`src/design/length_bucketed_batch_former_macros.svh`:
```
// Assertion helpers used by the engine RTL.
`ifndef LENGTH_BUCKETED_BATCH_FORMER_MACROS_SVH
`define LENGTH_BUCKETED_BATCH_FORMER_MACROS_SVH

// Same-cycle implication, inactive while reset is asserted.
`define LBBF_ASSERT_IMP(name, clk, rstn, ante, cons, msg) \
	name: assert property (@(posedge clk) disable iff (!rstn) (ante) |-> (cons)) \
		else $error(msg);

// Next-cycle implication, inactive while reset is asserted.
`define LBBF_ASSERT_NXT(name, clk, rstn, ante, cons, msg) \
	name: assert property (@(posedge clk) disable iff (!rstn) (ante) |=> (cons)) \
		else $error(msg);

`endif

```
`src/design/lbbf_pkg.sv`:
```
package lbbf_pkg;

	localparam int ID_W    = 16;
	localparam int LEN_W   = 7;
	localparam int BUDGET_W = 16;

	// command selector on the input side
	localparam logic CMD_OP_ADD = 1'b0;
	localparam logic CMD_OP_CUT = 1'b1;

	// register indexes (paddr[2])
	localparam logic REG_BUDGET  = 1'b0;
	localparam logic REG_MAX_LEN = 1'b1;

	localparam logic [BUDGET_W-1:0] BUDGET_RST  = 16'd1024;
	localparam logic [LEN_W-1:0]    MAX_LEN_RST = 7'd64;

	// command queue between front and engine
	localparam int CQ_DEPTH = 2;
	localparam int CQ_PW    = $clog2(CQ_DEPTH);
	localparam int CQ_CW    = $clog2(CQ_DEPTH + 1);

	typedef enum logic [1:0] {
		CMD_ADD,
		CMD_CUT,
		CMD_REJECT
	} cmd_kind_t;

	typedef struct packed {
		cmd_kind_t         kind;
		logic [ID_W-1:0]   id;
		logic [LEN_W-1:0]  len;
	} cmd_t;

	typedef enum logic [2:0] {
		ST_ADDED    = 3'd0,
		ST_FULL     = 3'd1,
		ST_MEMBER   = 3'd2,
		ST_NO_BATCH = 3'd3,
		ST_REJECT   = 3'd4
	} status_t;

	typedef enum logic [3:0] {
		EN_IDLE,
		EN_ADD_WR,
		EN_REJECT,
		EN_CUT_RD,
		EN_CUT_CHK,
		EN_CUT_TAKE,
		EN_CUT_EMIT,
		EN_CUT_DONE
	} eng_state_t;

endpackage

```
`src/design/lbbf_front.sv`:
```
module lbbf_front #(
	parameter int MAX_LENGTH = 64
) (
	input  logic                        s_axis_tvalid,
	output logic                        s_axis_tready,
	input  logic [23:0]                 s_axis_tdata,  // sentence_id, token_count, pad
	input  logic                        s_axis_tuser,  // cmd
	input  logic [lbbf_pkg::LEN_W-1:0]  max_len,
	output logic                        push_valid,
	input  logic                        push_ready,
	output lbbf_pkg::cmd_t              push_cmd
);

	logic [lbbf_pkg::LEN_W-1:0] len;
	logic                       too_long;

	assign len      = s_axis_tdata[lbbf_pkg::ID_W +: lbbf_pkg::LEN_W];
	assign too_long = (len > max_len) || (int'(len) > MAX_LENGTH);

	assign push_valid    = s_axis_tvalid;
	assign s_axis_tready = push_ready;

	always_comb begin
		push_cmd.id  = s_axis_tdata[lbbf_pkg::ID_W-1:0];
		push_cmd.len = len;
		unique case (s_axis_tuser)
			lbbf_pkg::CMD_OP_CUT: push_cmd.kind = lbbf_pkg::CMD_CUT;
			default:              push_cmd.kind = too_long ? lbbf_pkg::CMD_REJECT
				                                             : lbbf_pkg::CMD_ADD;
		endcase
	end

endmodule

```
`config.mk`:
```
export PLATFORM = sky130hd
export DESIGN_NAME = lbbf_front
export DESIGN_NICKNAME = d
export VERILOG_FILES = /design/src/design/length_bucketed_batch_former_macros.svh /design/src/design/lbbf_pkg.sv /design/src/design/lbbf_front.sv
export SDC_FILE = /design/constraint.sdc
export NUM_CORES = 1
export LEC_CHECK = 0
export ABC_AREA = 1
export BUFFER_PORTS_ARGS = -buffer_cell sky130_fd_sc_hd__buf_2
export CORE_UTILIZATION = 29
export DETAILED_ROUTE_END_ITERATION = 8
export MAX_ROUTING_LAYER = met4
export PLACE_DENSITY = 0.82
export SLEW_MARGIN = 40
export SYNTH_ARGS = -nofsm -noshare
export SYNTH_HDL_FRONTEND = slang
export SYNTH_SLANG_ARGS = --single-unit
export TNS_END_PERCENT = 5
```
`constraint.sdc`:
```
create_clock -name vclk -period 1.1
set_input_delay 0.22 -clock vclk [all_inputs]
set_output_delay 0.22 -clock vclk [all_outputs]
set_load 0.01 [all_outputs]
```
# == Word level (Yosys, flattened, before mapping) ==
# Index checks and enable logic that the tools add are counted.
# word_totals
reg_bits,0
output_inout_bits,27
wordCells,5
# classes
n_lt_le_gt_ge,2
muxes,2
reduce_logical,1
# ops
op,count
7-bit greater-than comparator,1
"7-bit greater-than comparator, second input constant",1
2-bit 2-to-1 mux,2
1-bit logical OR,1

# == Longest topological paths before layout ==
# depth
ltp_word,4
ltp_mapped,9

# == Worst setup path before layout ==
# OpenSTA, ideal clock, no wires.
# synth_timing
kind,input to output
start,in max_len[6] (netlist bit)
end,out push_cmd[24] (netlist bit)
t_arrival_ns,1.005
slack_ns,-0.125
cell_stages,8
path_buffers,0
path_cell_list,inv_1 ha_1 nand2_1 nor2_2 nand2_1 nand2_1 nand2_1 a21oi_2
# synth_rtl
item,line_no,source
start: declaration,lbbf_front.sv:8,"input logic [lbbf_pkg::LEN_W-1:0] max_len,"
end: declaration,lbbf_front.sv:11,output lbbf_pkg::cmd_t push_cmd

==> run metrics <==
Worst Hold Class=input port to output pin; Final period util=1.27; distinct cell type count after synthesis=10; worst relative slew slack=0.925; placed wire-length estimate=661 µm; type of the setup path with the least slack=input port to output pin; I/O pin count=61; number of global-route vias before repair=273; most numerous cell on the critical path=sky130_fd_sc_hd__nand2_1; commonest non-fill, non-tap cell in the layout=sky130_fd_sc_hd__buf_2; Place WS=-0.390 ns; cell family contributing the most delay on the critical path=simple AND/OR/NAND/NOR gates; post-CTS repair timing setup buffer count=0; area after detailed placement=480 µm²; kind of end point of the critical path=output pin; Buffers & Inverters on Critical Path=3; launch point of the critical path=max_len[6]; total vias in the final route=352; share of the core filled with cells in the final layout=0.388; sequential cells=0; final estimated routing congestion in global placement=0.703; hold-fix buffer count after cts=0; failing checks=setup timing; pin count of the biggest net entering global routing=4; total power divided by cell area=378 nW/µm²; actual slew at the worst max-slew pin=0.113 ns; final-stage net count=110; share of post-route cells with drive strength above 1=0.642; max-cap violations=0; count of clock buffers in the final design=0; arrival time reported for the critical path endpoint=1.18 ns; antenna-violating nets left=0; Die Ht=40.1 µm; outcome=finished with violations; Slowest-stage cell, CP=sky130_fd_sc_hd__ha_4; source of the worst hold timing path=s_axis_tdata[3]; CORE AREA=1330 µm²; Hold Vio Cnt, Final=0; GRT Resource Usage Total=0.0869; global-route wire length before repair=972 µm; total wirelength of the detailed-routed design=715 µm; number of fill cells=147; Avg WL per Cell=8.72 µm; unrepaired setup endpoints after global routing=true; portion of the post-synthesis area used by sequential elements=0; mean area per synthesized cell=6.49 µm²; Post-Synthesis Cells=65; Max Fclk=716 MHz; DRC viols=0; maximum cell stage delay along the critical path=0.26 ns; Port Buf Inserts=24; Detailed Route Iter0 Violations=1; Final Worst Setup Slack=-0.296 ns; worst IR drop on VDD=0.000167 V; cells along the critical path=buf_6 -> inv_2 -> ha_4 -> nand2_2 -> nor2_2 -> nand2_1 -> nand2_1 -> nand2_1 -> a21oi_2 -> buf_2; number of nets in the synthesized netlist=106; Worst setup SP type=input port; post-synth design cell area=422 µm²; Vias per Instance=4.29; max-slew violation total from the final report=0; minimum clock period after layout=1.40 ns; final number of setup-violating endpoints=1; number of detailed-route iterations in the first pass=4; relative area change from synthesis to final layout=22.8%; leakage power=0.282 nW; Reg area=0 µm²; antenna diode count=0; die width=40.1 µm; commonest non-fill, non-tap cells in the layout=sky130_fd_sc_hd__buf_2, sky130_fd_sc_hd__nand2_1, sky130_fd_sc_hd__inv_1, sky130_fd_sc_hd__buf_6, sky130_fd_sc_hd__ha_4; Die Outline Area=1610 µm²; effective utilization at floorplan=0.316; Critical Path Fanout Max=2; required time worst endpoint=0.88 ns; TNS Setup=-0.296 ns; yosys warns=0; number of core rows=13; post-route design area=518 µm²; number of antenna violations at the first check in global routing=0; Overall Power=0.000196 W; global route overflow=0
## synth_stat cells
library cell | count | share of area
sky130_fd_sc_hd__a21oi_1 | 1 | 0.012
sky130_fd_sc_hd__a21oi_2 | 2 | 0.042
sky130_fd_sc_hd__buf_4 | 26 | 0.46
sky130_fd_sc_hd__ha_1 | 7 | 0.21
sky130_fd_sc_hd__inv_1 | 11 | 0.098
sky130_fd_sc_hd__nand2_1 | 11 | 0.098
sky130_fd_sc_hd__nand3_1 | 2 | 0.024
sky130_fd_sc_hd__nand4_1 | 1 | 0.015
sky130_fd_sc_hd__nor2_1 | 3 | 0.027
sky130_fd_sc_hd__nor2_2 | 1 | 0.015
## per-layer routing
| layer | vias up | GRT usage | wire length, µm |
|---|---|---|---|
| met3 | 2 | 0.0111 | 65 |
| met5 | - | - | 0 |
| li1 | 177 | - | - |
| met4 | 0 | 0.00862 | 10 |
| met2 | 26 | 0.173 | 367 |
| met1 | 147 | 0.0909 | 271 |
## per-stage QoR
step,instances,hold slack [ns]
after floorplan,65,0.466
after global placement,82,0.440
after detailed placement,82,0.440
after CTS,82,0.440
after global routing,82,0.440
final,82,0.440
## power breakdown
group	switching [W]	internal (W)
sequential	0	0
clock	0	0
combinational	0.0000914	0.000104
## cell type report
type | count | area, µm² | share of cell area
Tap cell | 15 | 18.8 | 0.0362
Multi-Input combinational cell | 28 | 253 | 0.488
Timing Repair Buffer | 28 | 188 | 0.362
Inverter | 11 | 58.8 | 0.114
## logic make-up after synthesis
| kind of cell | Yosys count | synth area share |
|---|---|---|
| AO/OA/AOI/OAI | 3 | 0.0534 |
| AND/OR/NAND/NOR | 18 | 0.178 |
| adder cells (fa/ha/maj) | 7 | 0.208 |
| buffers and inverters | 37 | 0.561 |
## what timing repair did
| action | 4_1_cts | 5_1_grt |
|---|---|---|
| endpoints found under the setup margin | 1 | 1 |
| resized for setup | 10 | 0 |
| gates cloned | 0 | 0 |
| pin swaps | 7 | 0 |
## worst paths after layout
path | end | slack, ns | cells past startpoint
worst min-delay path | push_cmd[10] | 0.44 | 0
worst max-delay path | push_cmd[24] | -0.30 | 10
(Power assumes the default switching activity.)
