`config.mk`:
```
export PLATFORM = sky130hd
export DESIGN_NAME = lbbf_queue
export DESIGN_NICKNAME = d
export VERILOG_FILES = /design/src/design/length_bucketed_batch_former_macros.svh /design/src/design/lbbf_pkg.sv /design/src/design/lbbf_queue.sv
export SDC_FILE = /design/constraint.sdc
export NUM_CORES = 1
export LEC_CHECK = 0
export BUFFER_PORTS_ARGS = -buffer_cell sky130_fd_sc_hd__buf_4
export CORE_MARGIN = 2
export CORE_UTILIZATION = 55
export CTS_CLUSTER_DIAMETER = 80
export DETAILED_ROUTE_END_ITERATION = 8
export PLACE_DENSITY = 0.8
export SYNTH_ARGS = -nofsm -noshare
export SYNTH_HDL_FRONTEND = slang
export SYNTH_SLANG_ARGS = --single-unit
```
`constraint.sdc`:
```
create_clock -name clk -period 5.7 [get_ports clk]
set_input_delay 0.285 -clock clk [delete_from_list [all_inputs] [get_ports clk]]
set_output_delay 0.285 -clock clk [all_outputs]
set_load 0.01 [all_outputs]
```
`src/design/length_bucketed_batch_former_macros.svh`:
```
// Assertion helpers used by the engine RTL.
`ifndef LENGTH_BUCKETED_BATCH_FORMER_MACROS_SVH
`define LENGTH_BUCKETED_BATCH_FORMER_MACROS_SVH

// Same-cycle implication, inactive while reset is asserted.
`define LBBF_ASSERT_IMP(name, clk, rstn, ante, cons, msg) \
	name: assert property (@(posedge clk) disable iff (!rstn) (ante) |-> (cons)) \
		else $error(msg);

// Next-cycle implication, inactive while reset is asserted.
`define LBBF_ASSERT_NXT(name, clk, rstn, ante, cons, msg) \
	name: assert property (@(posedge clk) disable iff (!rstn) (ante) |=> (cons)) \
		else $error(msg);

`endif

```
`src/design/lbbf_pkg.sv`:
```
package lbbf_pkg;

	localparam int ID_W    = 16;
	localparam int LEN_W   = 7;
	localparam int BUDGET_W = 16;

	// command selector on the input side
	localparam logic CMD_OP_ADD = 1'b0;
	localparam logic CMD_OP_CUT = 1'b1;

	// register indexes (paddr[2])
	localparam logic REG_BUDGET  = 1'b0;
	localparam logic REG_MAX_LEN = 1'b1;

	localparam logic [BUDGET_W-1:0] BUDGET_RST  = 16'd1024;
	localparam logic [LEN_W-1:0]    MAX_LEN_RST = 7'd64;

	// command queue between front and engine
	localparam int CQ_DEPTH = 2;
	localparam int CQ_PW    = $clog2(CQ_DEPTH);
	localparam int CQ_CW    = $clog2(CQ_DEPTH + 1);

	typedef enum logic [1:0] {
		CMD_ADD,
		CMD_CUT,
		CMD_REJECT
	} cmd_kind_t;

	typedef struct packed {
		cmd_kind_t         kind;
		logic [ID_W-1:0]   id;
		logic [LEN_W-1:0]  len;
	} cmd_t;

	typedef enum logic [2:0] {
		ST_ADDED    = 3'd0,
		ST_FULL     = 3'd1,
		ST_MEMBER   = 3'd2,
		ST_NO_BATCH = 3'd3,
		ST_REJECT   = 3'd4
	} status_t;

	typedef enum logic [3:0] {
		EN_IDLE,
		EN_ADD_WR,
		EN_REJECT,
		EN_CUT_RD,
		EN_CUT_CHK,
		EN_CUT_TAKE,
		EN_CUT_EMIT,
		EN_CUT_DONE
	} eng_state_t;

endpackage

```
`src/design/lbbf_queue.sv`:
```
module lbbf_queue (
	input  logic           clk,
	input  logic           arst_n,
	input  logic           push_valid,
	output logic           push_ready,
	input  lbbf_pkg::cmd_t push_cmd,
	output logic           pop_valid,
	input  logic           pop_ready,
	output lbbf_pkg::cmd_t pop_cmd
);

	lbbf_pkg::cmd_t                  slots_q [lbbf_pkg::CQ_DEPTH];
	logic [lbbf_pkg::CQ_PW-1:0]      wr_ptr_q;
	logic [lbbf_pkg::CQ_PW-1:0]      rd_ptr_q;
	logic [lbbf_pkg::CQ_CW-1:0]      cnt_q;
	logic                            do_push;
	logic                            do_pop;

	assign push_ready = cnt_q != lbbf_pkg::CQ_CW'(lbbf_pkg::CQ_DEPTH);
	assign pop_valid  = cnt_q != '0;
	assign pop_cmd    = slots_q[rd_ptr_q];
	assign do_push    = push_valid && push_ready;
	assign do_pop     = pop_valid && pop_ready;

	always_ff @(posedge clk or negedge arst_n) begin
		if (!arst_n) begin
			wr_ptr_q <= '0;
			rd_ptr_q <= '0;
			cnt_q    <= '0;
		end else begin
			if (do_push) wr_ptr_q <= wr_ptr_q + 1'b1;
			if (do_pop)  rd_ptr_q <= rd_ptr_q + 1'b1;
			if (do_push && !do_pop)      cnt_q <= cnt_q + 1'b1;
			else if (do_pop && !do_push) cnt_q <= cnt_q - 1'b1;
		end
	end

	always_ff @(posedge clk) begin
		if (do_push) slots_q[wr_ptr_q] <= push_cmd;
	end

endmodule

```
* Word level (Yosys, flattened, before mapping) *
Memory sizes are Yosys's and may differ from the RTL's.
Index checks and enable logic that the tools add are counted.

storage, ports and cells
  word-level logic and storage cells = 21
  output and inout bits = 27
  bits in registers = 4
  memory bits (writable) = 50
  memories kept = 1
  input port bits = 29

memory list
  memory   words  bits a word  rd ports  clocked after memory_dff  write ports  line              text
  slots_q  2      25           1         0                         1            lbbf_queue.sv:12  lbbf_pkg::cmd_t slots_q [lbbf_pkg::CQ_DEPTH];

cells by class
  eq/ne operators = 1
  muxes and demuxes = 4
  reduce and logical (&&, ||, !) cells = 8
  add/sub/neg operators = 4

operator list
  cell                                                                count
  1-bit logical AND                                                   4
  2-bit two-way mux                                                   2
  2-bit nonzero test                                                  2
  1-bit adder, second input constant                                  2
  2-bit by 1-bit adder with 2-bit output, second input constant       1
  1-bit zero test                                                     2
  1-bit two-way mux                                                   2
  2-bit != test, second input constant                                1
  2-bit by 1-bit subtractor with 2-bit output, second input constant  1

* Longest topological paths before layout *
  depth after elaboration = 6
  gate-level depth with buffers = 7
  gate-level depth less buffers = 7

* Worst setup path after synthesis *
OpenSTA, ideal clock, no wires.

  path type = reg2reg
  start point = reg cnt_q[0] (netlist name)
  end point = mem slots_q[0][0] (netlist name) (enable)
  stages on the path, launching flop included = 4
  required time = 5293 ps
  arrival time = 1765 ps
  path slack = 3528 ps
  clock period less this slack = 2172 ps
  setup time = 407 ps
  path buffers = 0
  path through = dfrtp_1 > nand2b_1 > nand2_1 > nor2_1

between the ends
  word-level cells in the longest chain between the ends = 4

ends and longest elaborated chain
  element                                  line              text
  start: declaration                       lbbf_queue.sv:15  logic [lbbf_pkg::CQ_CW-1:0] cnt_q;
  start signal: assignment                 lbbf_queue.sv:33  if (do_push && !do_pop) cnt_q <= cnt_q + 1'b1;
  start signal: assignment                 lbbf_queue.sv:34  else if (do_pop && !do_push) cnt_q <= cnt_q - 1'b1;
  2-bit != test                            lbbf_queue.sv:19  assign push_ready = cnt_q != lbbf_pkg::CQ_CW'(lbbf_pkg::CQ_DEPTH);
  named net push_ready                     lbbf_queue.sv:5   output logic push_ready,
  1-bit logical AND                        lbbf_queue.sv:22  assign do_push = push_valid && push_ready;
  1-bit two-way mux                        lbbf_queue.sv:39  if (do_push) slots_q[wr_ptr_q] <= push_cmd;
  1-bit two-way mux (implied by the code)  lbbf_queue.sv:39
  end: declaration                         lbbf_queue.sv:12

The timed path passes the listed nets, and every way through them passes these cells.

==> results <==
- The flow ran to the end, and the final reports show no timing, DRC or antenna violations.
- The setup skew after layout is between 6 and 7 ps.
- The total non-filler cell area in the finished layout is 2691 um^2.
- The congestion estimate from routability-driven global placement came to about 0.75.
- Synthesis inferred 54 register bits.
- The number of max-slew violations in the final report is 0.
- Yosys printed 0 warnings.
- For this run, the detailed router's first-pass iteration total came to 4.
- The final critical path takes up roughly 40% of the cycle.
- Sorting the synthesized cells by area gives the leading types as sky130_fd_sc_hd__edfxtp_1 72%, sky130_fd_sc_hd__mux2_4 14%, sky130_fd_sc_hd__dfrtp_1 4.8%.
- Clock-pin slew was measured on the worst setup and hold paths at 90 ps.
- The achievable clock frequency is around 450 MHz.
- The number of filler cells placed in the layout is 241.
- The overall routing resource usage is 16.33%.
- The prevailing post-synth register cell is sky130_fd_sc_hd__edfxtp_1.
- STA classifies the critical path startpoint as a register.
- The number of antenna-violating nets in the routed design is 0.
- The full die area is about 4300 um^2.
- Dividing the detail-routed wire length by the instance count gives 15.59 um.
- The commonest cells after synthesis are 50 x sky130_fd_sc_hd__edfxtp_1, 19 x sky130_fd_sc_hd__mux2_4, 6 x sky130_fd_sc_hd__mux2_2, 4 x sky130_fd_sc_hd__dfrtp_1, 3 x sky130_fd_sc_hd__xnor2_1.
- The cell area after synthesis is about 2100 um^2.
- On the critical path, the stage with the largest delay is an instance of sky130_fd_sc_hd__dfrtp_1.
- The effective utilization at floorplan is 57.35%.
- The portion of the post-synthesis area used by sequential elements is about three quarters.
- The clock tree root buffer cell is sky130_fd_sc_hd__clkbuf_8.
- The data required time of the worst path is between 5000 and 6000 ps.
- The largest net degree at the start of global routing is 26.
- In this run, the number of DRC markers left after iteration 0 of detailed routing was 23.
- Once detailed placement completed, the half-perimeter wirelength came to between 2000 and 2500 um.
- The number of cells traversed by the worst register-to-register path is 2.
- The number of placed instances, taps included, is roughly 200.
- The depth of the worst hold-timing path is 1.
- The cell occurring most often along the worst timing path is sky130_fd_sc_hd__buf_4.
- Of all flip-flops after synthesis, the portion carrying an async set or reset was around 7.4%.
- The synthesized area per cell is roughly 22 um^2.
- The arrival time at the worst endpoint is between 1500 and 2000 ps.
- For this run the aggregate overflow at the end of global routing stands at 0.
- The worst-margin pin slew is 1185 ps.
- The class of the tightest hold or removal check is input pin to register.
- Setup repair after global routing left no endpoint under its margin.
- The leakage power summed over all cells is about 1.1 nW.
- Counting flops with a built-in enable in the synthesized netlist gives 50.
- The core region area is between 3000 and 4000 um^2.
- The area taken by multi-input logic gates is 445.4 um^2.
- Buffers inserted to repair hold after CTS numbered 1.
- The leading area contributor after synthesis is sky130_fd_sc_hd__edfxtp_1.
- The largest buffer count on any clock path is 2.
- The post-cts sizing count is 0.
- The area used by sequential logic in the layout is 1602 um^2.
- The number of nets handed over by synthesis was approximately 130.
- The worst-case headroom to the max-slew limit is between 20% and 30%.
- The number of nets in the layout is between 150 and 200.
- The count of non-filler cells in the finished layout is slightly above 200.
- The repair_antennas step left the layout with diodes totalling 0.
- The latest clock arrival within the worst-skew pair is roughly 300 ps.
- The number of clock buffers inserted by TritonCTS is 5.
- The critical path is of the register to primary output type.
- The final number of setup-violating endpoints is 0.
- The horizontal extent of the die is 65.79 um.
- Cells with a size suffix above 1 make up between 50% and 60% of the layout.
- For the final routed database, the setup TNS stands at 0 ps.
- The endpoint kind of the worst setup timing path is a primary output.
- After technology mapping, the gate count stands at 96.
- The depth of the CTS H-tree is 2.
- From synthesis to final layout, the design area changed by 28.19%.
- The share of synthesized area in the top cell type comes to between 70% and 80%.
- The die is between 60 and 70 um tall.
- The via count normalized by instance count is approximately 5.1.
- The number of placed I/O pins is 56.
- TritonCTS built the clock tree.
- On the worst path, the slowest cell contributes a delay of 810 ps.
- The initial antenna violation count was 0.
- The final number of hold-violating endpoints is 0.
- Buffers added to address setup during post-CTS repair amount to 0.
- The tool flagged a number of max-cap violations equal to 0.
- After layout, the minimum clock period comes to ~2200 ps.
- For this run, design rule violations remaining after detail routing come to 0.
- The first global-routing pass estimated a little over 5000 um of wire.
- The final layout contains routed wiring with a total length of between 3000 and 4000 um.
- Traced cell by cell, the critical path runs through buf_4 > mux2_4 > buf_4.
- The most used standard cell by instance count after synthesis is sky130_fd_sc_hd__edfxtp_1.
- The number of global-route vias before repair is between 1000 and 1500.
- Synthesis instantiated 15 different standard cells from the library.
- The cell area after placement is 2539 um^2.
- The count of buffers from port buffering is between 50 and 60.
- Summing over every cut layer, the via total after detailed routing is 1051.
- The number of sinks on the clock net is 54.
- The power per standard cell area is between 500 and 600 nW/um^2.
- The worst-case vdd ir drop is roughly 0.32 mV.
- The placement row count is 22.
- The maximum fanout count along the critical path is 15.
## placed cells by master, fill, tap and decap left out
cell type | synthesis | routed
sky130_fd_sc_hd__buf_4 | 0 | 57
sky130_fd_sc_hd__edfxtp_1 | 50 | 50
sky130_fd_sc_hd__or2_1 | 1 | 1
sky130_fd_sc_hd__inv_1 | 1 | 1
sky130_fd_sc_hd__dlygate4sd3_1 | 0 | 1
sky130_fd_sc_hd__mux2_2 | 6 | 6
sky130_fd_sc_hd__and3_1 | 1 | 1
sky130_fd_sc_hd__mux2_4 | 19 | 19
sky130_fd_sc_hd__nor2_2 | 0 | 1
sky130_fd_sc_hd__xnor2_1 | 3 | 3
sky130_fd_sc_hd__nand2b_1 | 1 | 1
sky130_fd_sc_hd__clkbuf_8 | 0 | 6
sky130_fd_sc_hd__nand2_1 | 2 | 2
sky130_fd_sc_hd__bufinv_16 | 0 | 2
sky130_fd_sc_hd__dfrtp_1 | 4 | 4
sky130_fd_sc_hd__ha_1 | 1 | 1
sky130_fd_sc_hd__nor2_1 | 2 | 1
sky130_fd_sc_hd__xor2_1 | 2 | 2
## cell families after synthesis
family | Yosys count | synth area share, %
adder cells (fa/ha/maj) | 1 | 0.5959
buffers and inverters | 4 | 2.622
AND/OR/NAND/NOR | 7 | 1.610
flip-flops | 54 | 76.28
XOR/XNOR | 5 | 2.086
multiplexers | 25 | 16.81
## metal layers
metal	up-vias	wire length, um	GRT usage, %
met5	-	0	0
met4	0	46	4.167
met3	4	278	6.133
met2	52	1716	28.54
met1	508	1186	18.96
li1	487	-	-
## power breakdown
part           total [mW]  switching, mW  internal, mW
sequential          0.601         0.0547         0.546
combinational       0.467          0.198         0.269
clock               0.301          0.114         0.187
## final timing paths
kind / from / to / slack (ps)
max: rd_ptr_q$_DFFE_PN0P_ / pop_cmd[19] / 3460
min: push_cmd[18] / slots_q[0][18]$_DFFE_PP_ / 160
max reg2reg: cnt_q[0]$_DFFE_PN0P_ / slots_q[1][10]$_DFFE_PP_ / 3760
min in group asynchronous: arst_n / wr_ptr_q$_DFFE_PN0P_ / 300
max in group asynchronous: arst_n / cnt_q[0]$_DFFE_PN0P_ / 5300
min reg2reg: cnt_q[1]$_DFFE_PN0P_ / cnt_q[1]$_DFFE_PN0P_ / 520
## critical path, delay by kind of cell, from the launching register on
family | cells | cell delay [ps]
flops | 1 | 810
buf+inv | 2 | 510
mux | 1 | 330
## per-stage QoR
step	setup WS, ps	util, %	hold WS (ps)	total power, mW
final	3460	73.51	162.1	1.369
after global routing	3350	73.51	150.6	1.439
after CTS	3413	73.51	153.5	1.386
after detailed placement	3734	69.34	84.48	1.083
after global placement	3772	69.34	83.43	1.064
after floorplan	3528	-	-10.59	0.9152
## registers in the layout (all words and copies together) (netlist names)
register  cells
slots_q      50
cnt_q         2
rd_ptr_q      1
wr_ptr_q      1
## area by class of cell
type                    count  area share, %
clock buffers               6          3.068
clock inverters             2          2.232
inverters                   1         0.1395
multi-input cells          38          16.55
flip-flops and latches     54          59.51
well taps                  48          2.232
repair buffers             58          16.27
Power figures use the tool's default switching activity.
